$ cat src/sv/dlt_pkg.sv
// Shared types, state codes and transition tables for the duty level tracker.
// No dependencies; imported by every module of the block.
package dlt_pkg;

    localparam int DUTY_W  = 7;
    localparam int STATE_W = 5;
    localparam int LEVEL_W = 3;
    localparam int READINGS = 6;
    localparam int CFG_IDX_W = 3;

    localparam logic [DUTY_W-1:0] DUTY_FULL = 7'd100;

    // configuration register indexes
    localparam logic [CFG_IDX_W-1:0] REG_THR_100 = 3'd0;
    localparam logic [CFG_IDX_W-1:0] REG_THR_80  = 3'd1;
    localparam logic [CFG_IDX_W-1:0] REG_THR_60  = 3'd2;
    localparam logic [CFG_IDX_W-1:0] REG_THR_40  = 3'd3;

    localparam logic [DUTY_W-1:0] THR_100_RST = 7'd95;
    localparam logic [DUTY_W-1:0] THR_80_RST  = 7'd80;
    localparam logic [DUTY_W-1:0] THR_60_RST  = 7'd60;
    localparam logic [DUTY_W-1:0] THR_40_RST  = 7'd40;

    // quantized levels
    localparam logic [LEVEL_W-1:0] LVL_20  = 3'd0;
    localparam logic [LEVEL_W-1:0] LVL_40  = 3'd1;
    localparam logic [LEVEL_W-1:0] LVL_60  = 3'd2;
    localparam logic [LEVEL_W-1:0] LVL_80  = 3'd3;
    localparam logic [LEVEL_W-1:0] LVL_100 = 3'd4;

    // settled states
    localparam logic [STATE_W-1:0] ST_S20  = 5'd0;
    localparam logic [STATE_W-1:0] ST_S40  = 5'd1;
    localparam logic [STATE_W-1:0] ST_S60  = 5'd2;
    localparam logic [STATE_W-1:0] ST_S80  = 5'd3;
    localparam logic [STATE_W-1:0] ST_S100 = 5'd4;
    // transition states
    localparam logic [STATE_W-1:0] ST_T20_40   = 5'd5;
    localparam logic [STATE_W-1:0] ST_T20_80   = 5'd6;
    localparam logic [STATE_W-1:0] ST_T20_100  = 5'd7;
    localparam logic [STATE_W-1:0] ST_T40_20   = 5'd8;
    localparam logic [STATE_W-1:0] ST_T40_60   = 5'd9;
    localparam logic [STATE_W-1:0] ST_T40_100  = 5'd10;
    localparam logic [STATE_W-1:0] ST_T60_20   = 5'd11;
    localparam logic [STATE_W-1:0] ST_T60_40   = 5'd12;
    localparam logic [STATE_W-1:0] ST_T60_80   = 5'd13;
    localparam logic [STATE_W-1:0] ST_T80_20   = 5'd14;
    localparam logic [STATE_W-1:0] ST_T80_60   = 5'd15;
    localparam logic [STATE_W-1:0] ST_T100_20  = 5'd16;
    localparam logic [STATE_W-1:0] ST_T100_40  = 5'd17;

    localparam int QUEUE_DEPTH = 2;

    typedef struct packed {
        logic [DUTY_W-1:0] thr_100;
        logic [DUTY_W-1:0] thr_80;
        logic [DUTY_W-1:0] thr_60;
        logic [DUTY_W-1:0] thr_40;
    } thr_t;

    // classified request handed from front to back
    typedef struct packed {
        logic               stable;
        logic [LEVEL_W-1:0] level;
    } cls_t;

    function automatic logic [STATE_W-1:0] next_state(input logic [STATE_W-1:0] st,
                                                      input logic [LEVEL_W-1:0] lvl);
        logic [STATE_W-1:0] ns;
        ns = st;
        case (st)
            ST_S20:
                case (lvl)
                    LVL_40:  ns = ST_T20_40;
                    LVL_80:  ns = ST_T20_80;
                    LVL_100: ns = ST_T20_100;
                    default: ns = ST_S20;
                endcase
            ST_S40:
                case (lvl)
                    LVL_20:  ns = ST_T40_20;
                    LVL_60:  ns = ST_T40_60;
                    LVL_100: ns = ST_T40_100;
                    default: ns = ST_S40;
                endcase
            ST_S60:
                case (lvl)
                    LVL_20:  ns = ST_T60_20;
                    LVL_40:  ns = ST_T60_40;
                    LVL_80:  ns = ST_T60_80;
                    default: ns = ST_S60;
                endcase
            ST_S80:
                case (lvl)
                    LVL_20:  ns = ST_T80_20;
                    LVL_60:  ns = ST_T80_60;
                    default: ns = ST_S80;
                endcase
            ST_S100:
                case (lvl)
                    LVL_20:  ns = ST_T100_20;
                    LVL_40:  ns = ST_T100_40;
                    default: ns = ST_S100;
                endcase
            ST_T20_40:  ns = ST_S40;
            ST_T20_80:  ns = ST_S80;
            ST_T20_100: ns = ST_S100;
            ST_T40_20:  ns = ST_S20;
            ST_T40_60:  ns = ST_S60;
            ST_T40_100: ns = ST_S100;
            ST_T60_20:  ns = ST_S20;
            ST_T60_40:  ns = ST_S40;
            ST_T60_80:  ns = ST_S80;
            ST_T80_20:  ns = ST_S20;
            ST_T80_60:  ns = ST_S60;
            ST_T100_20: ns = ST_S20;
            ST_T100_40: ns = ST_S40;
            default:    ns = st;   // unused codes hold
        endcase
        return ns;
    endfunction

endpackage

$ cat src/sv/dlt_front.sv
// Front end: clamps the readings, checks stability and quantizes the level.
// Depends on dlt_pkg.
module dlt_front import dlt_pkg::*; #(
    parameter int SAMPLES = 6
) (
    input  logic [DUTY_W-1:0] rd [READINGS],
    input  thr_t              thr,
    output cls_t              cls
);

    localparam int USED = (SAMPLES < READINGS) ? SAMPLES : READINGS;

    logic [DUTY_W-1:0] clamped [READINGS];
    logic              stable;
    logic [LEVEL_W-1:0] level;

    always_comb
    begin
        for (int i = 0; i < READINGS; i++)
        begin
            clamped[i] = (rd[i] > DUTY_FULL) ? DUTY_FULL : rd[i];
        end
        stable = 1'b1;
        for (int i = 1; i < USED; i++)
        begin
            if (clamped[i] != clamped[0])
            begin
                stable = 1'b0;
            end
        end
    end

    always_comb
    begin
        if (!stable)
            level = LVL_20;
        else if (clamped[0] >= thr.thr_100)
            level = LVL_100;
        else if (clamped[0] >= thr.thr_80)
            level = LVL_80;
        else if (clamped[0] >= thr.thr_60)
            level = LVL_60;
        else if (clamped[0] >= thr.thr_40)
            level = LVL_40;
        else
            level = LVL_20;
    end

    assign cls.stable = stable;
    assign cls.level  = level;

endmodule

$ cat src/sv/dlt_queue.sv
// Short request queue between the classifier and the state machine.
// Depends on dlt_pkg.
module dlt_queue import dlt_pkg::*; (
    input  logic clk,
    input  logic rst_n,
    input  logic push,
    input  cls_t push_data,
    input  logic pop,
    output cls_t head,
    output logic empty,
    output logic full
);

    localparam int PTR_W = (QUEUE_DEPTH > 1) ? $clog2(QUEUE_DEPTH) : 1;
    localparam int CNT_W = $clog2(QUEUE_DEPTH + 1);

    cls_t             mem [QUEUE_DEPTH];
    logic [PTR_W-1:0] wr_ptr_reg, wr_ptr_next;
    logic [PTR_W-1:0] rd_ptr_reg, rd_ptr_next;
    logic [CNT_W-1:0] count_reg, count_next;
    logic             do_push, do_pop;

    assign empty   = (count_reg == CNT_W'(0));
    assign full    = (count_reg == CNT_W'(QUEUE_DEPTH));
    assign do_push = push && !full;
    assign do_pop  = pop && !empty;
    assign head    = mem[rd_ptr_reg];

    always_comb
    begin
        wr_ptr_next = wr_ptr_reg;
        rd_ptr_next = rd_ptr_reg;
        count_next  = count_reg;
        if (do_push)
            wr_ptr_next = (wr_ptr_reg == PTR_W'(QUEUE_DEPTH - 1)) ? '0 : wr_ptr_reg + 1'b1;
        if (do_pop)
            rd_ptr_next = (rd_ptr_reg == PTR_W'(QUEUE_DEPTH - 1)) ? '0 : rd_ptr_reg + 1'b1;
        if (do_push && !do_pop)
            count_next = count_reg + 1'b1;
        else if (do_pop && !do_push)
            count_next = count_reg - 1'b1;
    end

    always_ff @(posedge clk or negedge rst_n)
    begin
        if (!rst_n)
        begin
            wr_ptr_reg <= '0;
            rd_ptr_reg <= '0;
            count_reg  <= '0;
        end
        else
        begin
            wr_ptr_reg <= wr_ptr_next;
            rd_ptr_reg <= rd_ptr_next;
            count_reg  <= count_next;
        end
    end

    always_ff @(posedge clk)
    begin
        if (do_push)
            mem[wr_ptr_reg] <= push_data;
    end

endmodule

$ cat src/sv/dlt_back.sv
// Back end: door state machine and registered result stage.
// Depends on dlt_pkg.
module dlt_back import dlt_pkg::*; (
    input  logic               clk,
    input  logic               rst_n,
    input  cls_t               head,
    input  logic               empty,
    output logic               pop,
    output logic               out_valid,
    input  logic               out_stall,
    output logic [STATE_W-1:0] door_state_code,
    output logic               reading_stable,
    output logic [LEVEL_W-1:0] level_index
);

    logic [STATE_W-1:0] state_reg, state_next;
    logic               valid_reg;
    logic [STATE_W-1:0] code_reg;
    logic               stable_reg;
    logic [LEVEL_W-1:0] level_reg;

    // result slot frees up when empty or being taken this cycle
    assign pop = !empty && (!valid_reg || !out_stall);

    always_comb
    begin
        state_next = state_reg;
        if (head.stable)
            state_next = next_state(state_reg, head.level);
    end

    always_ff @(posedge clk or negedge rst_n)
    begin
        if (!rst_n)
        begin
            state_reg <= ST_S20;
            valid_reg <= 1'b0;
        end
        else
        begin
            if (pop)
            begin
                state_reg <= state_next;
                valid_reg <= 1'b1;
            end
            else if (!out_stall)
            begin
                valid_reg <= 1'b0;
            end
        end
    end

    always_ff @(posedge clk)
    begin
        if (pop)
        begin
            code_reg   <= state_next;
            stable_reg <= head.stable;
            level_reg  <= head.level;
        end
    end

    assign out_valid       = valid_reg;
    assign door_state_code = code_reg;
    assign reading_stable  = stable_reg;
    assign level_index     = level_reg;

endmodule

$ cat src/sv/duty_level_transition_fsm.sv
// Door duty level tracker: one request in, one result out, one per cycle sustained while out_stall is low.
// Each request is written into the queue, then popped into the result register.
// Throughput: 1 request per cycle while out_stall is low, set by the single state update in the back end.
// Reset (rst_n low, async): state settled at 20 percent, thresholds 95/80/60/40,
// queue empty, no result valid.
// Depends on dlt_pkg, dlt_front, dlt_queue, dlt_back.
module duty_level_transition_fsm import dlt_pkg::*; #(
    parameter int SAMPLES_PER_ITEM = 6
) (
    input  logic                 clk,
    input  logic                 rst_n,
    // request channel
    input  logic                 in_valid,
    output logic                 in_stall,
    input  logic [DUTY_W-1:0]    reading_0,
    input  logic [DUTY_W-1:0]    reading_1,
    input  logic [DUTY_W-1:0]    reading_2,
    input  logic [DUTY_W-1:0]    reading_3,
    input  logic [DUTY_W-1:0]    reading_4,
    input  logic [DUTY_W-1:0]    reading_5,
    // result channel
    output logic                 out_valid,
    input  logic                 out_stall,
    output logic [STATE_W-1:0]   door_state_code,
    output logic                 reading_stable,
    output logic [LEVEL_W-1:0]   level_index,
    // config write port
    input  logic                 cfg_we,
    input  logic [CFG_IDX_W-1:0] cfg_index,
    input  logic [DUTY_W-1:0]    cfg_data
);

    // threshold registers; writes happen only while idle is a rule for the user, the block does not enforce it
    thr_t thr_reg;

    always_ff @(posedge clk or negedge rst_n)
    begin
        if (!rst_n)
        begin
            thr_reg.thr_100 <= THR_100_RST;
            thr_reg.thr_80  <= THR_80_RST;
            thr_reg.thr_60  <= THR_60_RST;
            thr_reg.thr_40  <= THR_40_RST;
        end
        else if (cfg_we)
        begin
            case (cfg_index)
                REG_THR_100: thr_reg.thr_100 <= cfg_data;
                REG_THR_80:  thr_reg.thr_80  <= cfg_data;
                REG_THR_60:  thr_reg.thr_60  <= cfg_data;
                REG_THR_40:  thr_reg.thr_40  <= cfg_data;
                default:     ;   // unmapped index, ignored
            endcase
        end
    end

    logic [DUTY_W-1:0] rd [READINGS];
    cls_t              cls;
    cls_t              head;
    logic              q_empty, q_full, q_pop;
    logic              accept;

    assign rd[0] = reading_0;
    assign rd[1] = reading_1;
    assign rd[2] = reading_2;
    assign rd[3] = reading_3;
    assign rd[4] = reading_4;
    assign rd[5] = reading_5;

    // stall only on a full queue; a pending result does not block intake
    assign in_stall = q_full;
    assign accept   = in_valid && !q_full;

    // front: classification is combinational, captured by the queue write
    dlt_front #(
        .SAMPLES (SAMPLES_PER_ITEM)
    ) u_front (
        .rd  (rd),
        .thr (thr_reg),
        .cls (cls)
    );

    dlt_queue u_queue (
        .clk       (clk),
        .rst_n     (rst_n),
        .push      (accept),
        .push_data (cls),
        .pop       (q_pop),
        .head      (head),
        .empty     (q_empty),
        .full      (q_full)
    );

    // back: state machine advances as each request leaves the queue
    dlt_back u_back (
        .clk             (clk),
        .rst_n           (rst_n),
        .head            (head),
        .empty           (q_empty),
        .pop             (q_pop),
        .out_valid       (out_valid),
        .out_stall       (out_stall),
        .door_state_code (door_state_code),
        .reading_stable  (reading_stable),
        .level_index     (level_index)
    );

endmodule

$ cat config.mk
export PLATFORM = sky130hd
export DESIGN_NAME = duty_level_transition_fsm
export DESIGN_NICKNAME = d
export VERILOG_FILES = /design/src/sv/dlt_pkg.sv /design/src/sv/dlt_front.sv /design/src/sv/dlt_queue.sv /design/src/sv/dlt_back.sv /design/src/sv/duty_level_transition_fsm.sv
export SDC_FILE = /design/constraint.sdc
export NUM_CORES = 1
export LEC_CHECK = 0
export CAP_MARGIN = 10
export CORE_ASPECT_RATIO = 0.7
export CORE_UTILIZATION = 62
export DETAILED_ROUTE_END_ITERATION = 10
export DONT_BUFFER_PORTS = 1
export PLACE_DENSITY = 0.76
export SYNTH_ARGS = -nofsm -noshare
export SYNTH_HDL_FRONTEND = slang
export SYNTH_SLANG_ARGS = --single-unit
export TNS_END_PERCENT = 5
$ cat constraint.sdc
create_clock -name clk -period 6.2 [get_ports clk]
set_input_delay 0.93 -clock clk [delete_from_list [all_inputs] [get_ports clk]]
set_output_delay 0.93 -clock clk [all_outputs]
set_load 0.02 [all_outputs]
==> results.md, run 1 <==
* Final Max Tran Viols at 0
* CTS tree: yes
* Number of setup violations in the final report at 0
* Final Hold Viols at 0
* Maxcap violations at 0
* Clk Latency, worst-skew pair at 320 ps
* Netlist area before placement at ~3600 um2
* Simple logic cell fraction of the synthesized area at 0.189
* Die area at just over 6000 um2
* Cells after Synth at ~380
* Vias per cell at around 6.7
* Worst Setup End Kind: flop
* Post_cts resized at 0
* Crit Path Class: input pin to flop
* Worst Skew at approximately 12 ps
* Largest area contributor in the netlist: dfrtp_1
* Vias in the first global route at 3076
* CTS max path bufs at 2
* Synth warnings at 0
* Lkg Pwr at 1.53 nW
* First-pass GRT wire length at around 14000 um
* Crit-path max FO at 5
* Post-CTS Setup Inserts at 0
* Xor/xnor share of the synthesized area at 0.0194
* Largest family of logic cells by synthesized area: compound AO/OA/AOI/OAI gates
* Detailed-route via count at 3045
* Initial Util at 0.668
* #FFs+latches synth at 55
* Row cnt at 22
* Layout area overhead at 4.94%
* Num CTS Buffers at 5
* Syn_nets at between 400 and 500
* Post-Place Worst Slack at 2770 ps
* Reg-to-Reg End: u_queue.mem[0][1]
* Worst EP arrival at between 3000 and 4000 ps
* Max reg flops at 28
* Final period util at 0.501
* Final GP Congestion at 0.892
* ANT cells at 0
* Number of port buffers at 0
* DR WL/cell at roughly 19 um
* Count of cell types in the netlist at 64
* Reg2reg setup slack at between 3000 and 4000 ps
* WL final at between 8000 and 9000 um
* Pwr dens at 365 nW/um2
* Post-route minimum period at between 3000 and 4000 ps
* Critical Path Start Type: input pin
* Core Area at 5420 um2
* Adder-cell share of the synthesized area at 0.0809
* DR iter-0 viols at 206
* Io pins at just under 70
* Max Clk Rate at around 320 MHz
* Final #Nets at 461
* DP Wirelength at roughly 6700 um
* Overall Global Routing Usage at 0.306
* CTS root buf: clkbuf_8
* Seq/Total Area, Yosys at 0.409
* Share of layout cells above drive strength 1 at 0.161
* Synth area leaders: dfrtp_1 17%, edfxtp_1 14%, dfstp_2 10%
* Peak supply drop at between 0.2 and 0.25 mV
* Compound-Gate Fraction of Synth Area at 0.190
* Most used DFF post-synth: dfrtp_1
* Reg-to-reg startpoint: thr_reg[14]
* Hold Path Class: input pin to asynchronous set/reset pin
* Max-slew headroom at 0.591
* H-tree Lvls at 2
* Mux contribution to synthesized area at 0.0633
* DRC viols at 0
* Synth async-reset ratio at 0.691
* Unrepaired setup endpoints after global routing: no
* Slew of the pin with the lowest slew margin at between 600 and 700 ps
* GRT overflow at 0
* Die width at roughly 93 um
* Initial antenna violation count at 0
* Placed insts at 448
* Req. time, crit path at between 6000 and 7000 ps
* Die H at about 66 um
* FF-to-FF path depth at 7
* Fin cells at approximately 460
* Synth top area share at 0.166
* ANT nets after route at 0
* Drt first pass iters at 5
* Fin Setup TNS at 0 ps
* Status: finished clean
* Avg Cell Area, Syn at between 9 and 10 um2
* Reg clk slew, reported paths at 110 ps
* Final setup margin at approximately 3100 ps
* Clock Sinks at between 50 and 60
* Largest net degree at the start of global routing at 39
* Post-synth EDFFs at 17
* Hold-fix buffers at CTS at 0
## Yosys cell counts (2+ instances only)
| master | instances |
|---|---|
| a211oi_1 | 8 |
| a21o_1 | 2 |
| a21oi_1 | 13 |
| a22oi_1 | 7 |
| a2bb2oi_1 | 3 |
| a31oi_1 | 11 |
| and2_1 | 2 |
| and3_1 | 2 |
| clkbuf_1 | 10 |
| dfrtp_1 | 24 |
| dfstp_2 | 14 |
| edfxtp_1 | 17 |
| ha_1 | 21 |
| inv_1 | 31 |
| inv_2 | 3 |
| maj3_1 | 3 |
| mux2_2 | 17 |
| mux2i_2 | 2 |
| nand2_1 | 45 |
| nand2b_1 | 4 |
| nand3_1 | 9 |
| nand4_1 | 14 |
| nor2_1 | 19 |
| nor2b_1 | 2 |
| nor3_1 | 11 |
| nor4bb_1 | 2 |
| o21a_1 | 3 |
| o21ai_0 | 22 |
| o21ai_1 | 3 |
| o22ai_1 | 2 |
| o311ai_1 | 4 |
| o31ai_1 | 3 |
| or2_2 | 5 |
| or3_1 | 6 |
| or4_1 | 5 |
| xnor2_1 | 6 |
| xor2_1 | 2 |
## placed cells by master, fill, tap and decap left out, drive strengths merged, types with 3 or more instances in the layout
cell type	n
ha	21
o21a	3
nand3	9
mux2i	3
a2bb2oi	3
a22oi	8
nand2b	4
buf	3
nor2	19
or2	6
o31ai	3
dfrtp	24
maj3	3
nor3	11
edfxtp	17
o311ai	6
o21ai	25
a21oi	13
or4	6
a211oi	8
inv	35
nand2	46
or3	6
dfstp	14
mux2	17
xnor2	6
a31oi	11
nand4	15
clkbuf	6
## routing by layer
metal  track usage  wire [um]
met1         0.421       3930
met2         0.486       3740
met3        0.0713        768
met4        0.0885        115
met5             0          0
## kinds of logic (layout without fill, tap and decap cells)
kind of cell,Yosys count,after routing
AND/OR/NAND/NOR,134,134
AO/OA/AOI/OAI,97,97
flip-flops,55,55
buffers and inverters,46,46
adder cells (fa/ha/maj),24,24
multiplexers,20,20
XOR/XNOR,8,8
## per-stage QoR
stage,utilization,hold WS [ps],instance area (um2),power (mW)
after floorplan,-,461,3620,1.05
after global placement,0.682,477,3700,1.14
after detailed placement,0.682,490,3700,1.16
after CTS,0.701,281,3800,1.38
after global routing,0.701,267,3800,1.48
final,0.701,286,3800,1.39
## where the power goes
part           total, mW  switching [mW]  internal, mW  leakage, nW
clock              0.219           0.125        0.0944       0.0533
combinational      0.515           0.295         0.220        0.870
sequential         0.652           0.133         0.519        0.601
## area by class of cell
type | instances | area [um2]
clock buffer | 6 | 82.6
clock inverter | 2 | 20.0
fill | 419 | 1620
inverter | 35 | 131
multi-input combinational | 283 | 1970
sequential | 55 | 1480
tap | 72 | 90.1
timing repair buffer | 3 | 22.5
## worst max path at each step
| stage | startpoint | end | slack [ps] | cells after the start |
|---|---|---|---|---|
| after floorplan | reading_0[3] | u_queue.mem[0][1] | 3080 | 10 |
| after global placement | reading_0[3] | u_queue.mem[0][1] | 2880 | 10 |
| after detailed placement | reading_0[3] | u_queue.mem[1][1] | 2770 | 10 |
| after CTS | reading_0[3] | u_queue.mem[0][1] | 3110 | 10 |
| after global routing | reading_0[3] | u_queue.mem[0][0] | 2900 | 10 |
| final | reading_0[3] | u_queue.mem[0][1] | 3090 | 10 |
## critical path, stage by stage
cell	delay [ps]
or2_1	200
a31oi_1	370
inv_1	180
ha_1	310
nand2_1	90
a21oi_1	50
a211o_1	300
maj3_1	350
a31oi_1	240
a211oi_1	130
Note: power is estimated with default switching activity, not from simulation.
==> run 2: changes to the inputs <==
--- a/config.mk
+++ b/config.mk
@@ -5,6 +5,7 @@
 export SDC_FILE = /design/constraint.sdc
 export NUM_CORES = 1
 export LEC_CHECK = 0
+export ABC_AREA = 1
 export CAP_MARGIN = 10
 export CORE_ASPECT_RATIO = 0.7
 export CORE_UTILIZATION = 62
==> constraint.sdc (replaced) <==
create_clock -name clk -period 3.2 [get_ports clk]
set_input_delay 0.48 -clock clk [delete_from_list [all_inputs] [get_ports clk]]
set_output_delay 0.48 -clock clk [all_outputs]
set_load 0.02 [all_outputs]
==> results.md, run 2 <==
* Worst Skew at 11.0 ps (-1.45 ps)
* Initial Util at 0.649 (-0.0186)
* Number of port buffers at 0 (unchanged)
* Synth top area share at 0.170 (+0.00367)
* Netlist area before placement at 4070 um2 (+13%)
* Final Hold Viols at 0 (unchanged)
* Die width at 98.9 um (+5.9%)
* Vias in the first global route at 3442 (+12%)
* Synth async-reset ratio at 0.691 (unchanged)
* Final setup margin at 1020 ps (-2070 ps)
* Crit Path Class: input pin to flop
* Post-CTS Setup Inserts at 0 (unchanged)
* Dpl cell area at 4120 um2 (+12%)
* Final Max Tran Viols at 0 (unchanged)
* Pwr dens at 675 nW/um2 (+85%)
* Num CTS Buffers at 5 (unchanged)
* GRT overflow at 0 (unchanged)
* Post-Place Worst Slack at 765 ps (-2000 ps)
* Worst path max stage delay at 370 ps (about the same)
* H-tree Lvls at 2 (unchanged)
* Post-route cell area at 4260 um2 (+12%)
* Number of buffers and inverters on the critical path at 3 (+2)
* Final period util at 0.681
* Overall Global Routing Usage at 0.295 (-0.0106)
* Post-route minimum period at approximately 2200 ps
* Commonest cells after routing, fill and taps aside: 184 x nand2_1, 101 x inv_1, 59 x nor2_1
* Post-synth EDFFs at 17 (unchanged)
* ANT cells at 0 (unchanged)
* Seq/Total Area, Yosys at 0.363 (-0.0454)
* First-pass GRT wire length at 16000 um (+12%)
* CTS max path bufs at 2 (unchanged)
* Crit-path leading delay family: simple AND/OR/NAND/NOR gates
* Core Area at 6280 um2 (+16%)
* Share of layout cells above drive strength 1 at 0.0550 (-0.106)
* Die area at 6900 um2 (+12%)
* Largest net degree at the start of global routing at 39 (unchanged)
* Cells after Synth at 599 (+56%)
* Maxcap violations at 0 (unchanged)
* Max reg flops at 28 (unchanged)
* DR iter-0 viols at 338 (+64%)
* Overall power at 2.87 mW (+110%)
* Status: finished clean
* Count of cell types in the netlist at 35 (-45%)
* Crit-path slowest cell: ha_1
* Final GP Congestion at 0.917 (+2.8%)
* CTS tree: yes
* Post-synth top cells: 184 x nand2_1, 101 x inv_1, 59 x nor2_1
* Cells along the critical path: nand2_1 -> inv_1 -> o21ai_0 -> nand2_1 -> ha_1 -> inv_1 -> nand2_1 -> o21ai_0 -> inv_1 -> nand2_1 -> nand2_1 -> nand2_1 -> nand2_1 -> a21oi_1 -> nand3_1 -> nor2_1
* Slew of the pin with the lowest slew margin at 617 ps (+6.49 ps)
* Most used DFF post-synth: dfrtp_1
* Fin Setup TNS at 0 ps (unchanged)
* Number of setup violations in the final report at 0 (unchanged)
* Top-count cell post-synth: nand2_1
* Layout area overhead at 4.61%
* Worst EP arrival at 2330 ps (-820 ps)
* Req. time, crit path at 3350 ps (-2900 ps)
* Peak supply drop at 0.592 mV (+170%)
* WL final at 9610 um (+12%)
* DR WL/cell at 14.2 um (-24%)
* Die H at 69.8 um (+5.9%)
* Initial antenna violation count at 0 (unchanged)
* Worst Setup End Kind: flop
* Drt first pass iters at 5 (unchanged)
* Clock Sinks at 55 (unchanged)
* Unrepaired setup endpoints after global routing: no
* Syn_nets at 677 (+47%)
* Avg Cell Area, Syn at 6.80 um2 (-28%)
* Crit-path max FO at 10 (+5)
* Detailed-route via count at 3810 (+25%)
* Reg2reg setup slack at 1060 ps (-2870 ps)
* Reg clk slew, reported paths at 110 ps (about the same)
* Max-slew headroom at 0.586 (-0.00470)
* Critical Path Start Type: input pin
* Row cnt at 24 (+9.1%)
* Synth area leaders: nand2_1 17%, dfrtp_1 15%, edfxtp_1 13%
* Commonest non-fill, non-tap cell in the layout: nand2_1
* Lkg Pwr at 2.25 nW (+48%)
* CTS root buf: clkbuf_8
* Post_cts resized at 0 (unchanged)
* Hold-fix buffers at CTS at 2 (+2)
* #FFs+latches synth at 55 (unchanged)
* DP Wirelength at 7620 um (+13%)
* Io pins at 68 (unchanged)
* Largest area contributor in the netlist: nand2_1
* DRC viols at 0 (unchanged)
* Hold Path Class: input pin to flop
* Max Clk Rate at between 400 and 500 MHz
* Synth warnings at 0 (unchanged)
* Final #Nets at 677 (+47%)
* Vias per cell at 5.62 (-16%)
* Clk Latency, worst-skew pair at 310 ps (about the same)
* Top cell by count, worst path: nand2_1
* ANT nets after route at 0 (unchanged)
## run 2: cell types whose count changed after synthesis, moves of 5 or more
cell | before | now
a31oi_1 | 11 | 0
mux2_2 | 17 | 0
nand2_1 | 45 | 184
xor2_1 | 2 | 8
inv_1 | 31 | 101
nand3_1 | 9 | 34
or4_1 | 5 | 0
nor2_1 | 19 | 59
a211oi_1 | 8 | 0
a21oi_1 | 13 | 20
or3_1 | 6 | 0
a22oi_1 | 7 | 1
o21ai_0 | 22 | 55
## run 2: metal layers
metal  part of all wire  vias to the layer above  routed length (um)  track usage
li1                   -                     1900                   -            -
met1               0.50                     1752                4830        0.466
met2               0.40                      154                3850        0.430
met3              0.092                        4                 883       0.0514
met4             0.0040                        0                  38       0.0415
met5                  0                        -                   0            0
## run 2: layout make-up
type,instances,area [um2]
repair buffers,2,30.0
fillers,559,2020
clock inverters,1,11.3
inverters,103,387
well taps,78,97.6
clock buffers,7,97.6
flip-flops and latches,55,1480
multi-input cells,432,2160
## run 2: worst paths after layout
kind | end | startpoint | depth (start not counted)
worst max-delay path | u_queue.mem[0][1] | reading_0[5] | 16
worst min-delay path | u_back.out_valid | out_stall | 2
worst max register to register | u_back.door_state_code[0] | u_queue.rd_ptr_reg | 11
worst min register to register | thr_reg[3] | thr_reg[3] | 2
max in group asynchronous | thr_reg[21] | rst_n | 2
min in group asynchronous | u_back.state_reg[0] | rst_n | 2
## run 2: kinds of logic (layout without fill, tap and decap cells)
family,count (synthesis),count (layout),synth area share
adder cells (fa/ha/maj),21,21,0.0645
XOR/XNOR,14,14,0.0301
buffers and inverters,112,113,0.107
AND/OR/NAND/NOR,305,305,0.310
AO/OA/AOI/OAI,92,92,0.125
flip-flops,55,55,0.363
## run 2: power breakdown
group          internal (mW)  total [mW]  switching (mW)  leakage [nW]
combinational          0.387        1.19           0.805          1.59
clock                  0.208       0.443           0.235        0.0555
sequential              1.02        1.24           0.221         0.610
total                   1.61        2.87            1.26          2.25
## run 2: worst register-to-register path, cell delays in order, from the launching register on
cell,delay [ps]
dfrtp_1,420
inv_1,130
nand2_1,100
nand2_1,140
nor2_1,300
nand2_1,140
nand2_1,80
o21ai_0,80
nor3_1,160
nand3_1,100
nand2_1,70
o21ai_0,140
## run 2: through the flow
| step | util | hold slack, ps | cells |
|---|---|---|---|
| after global routing | 0.679 | 288 | 678 |
| after detailed placement | 0.657 | 185 | 668 |
| after floorplan | - | 184 | 599 |
| final | 0.679 | 305 | 678 |
| after CTS | 0.679 | 296 | 678 |
| after global placement | 0.657 | 185 | 668 |
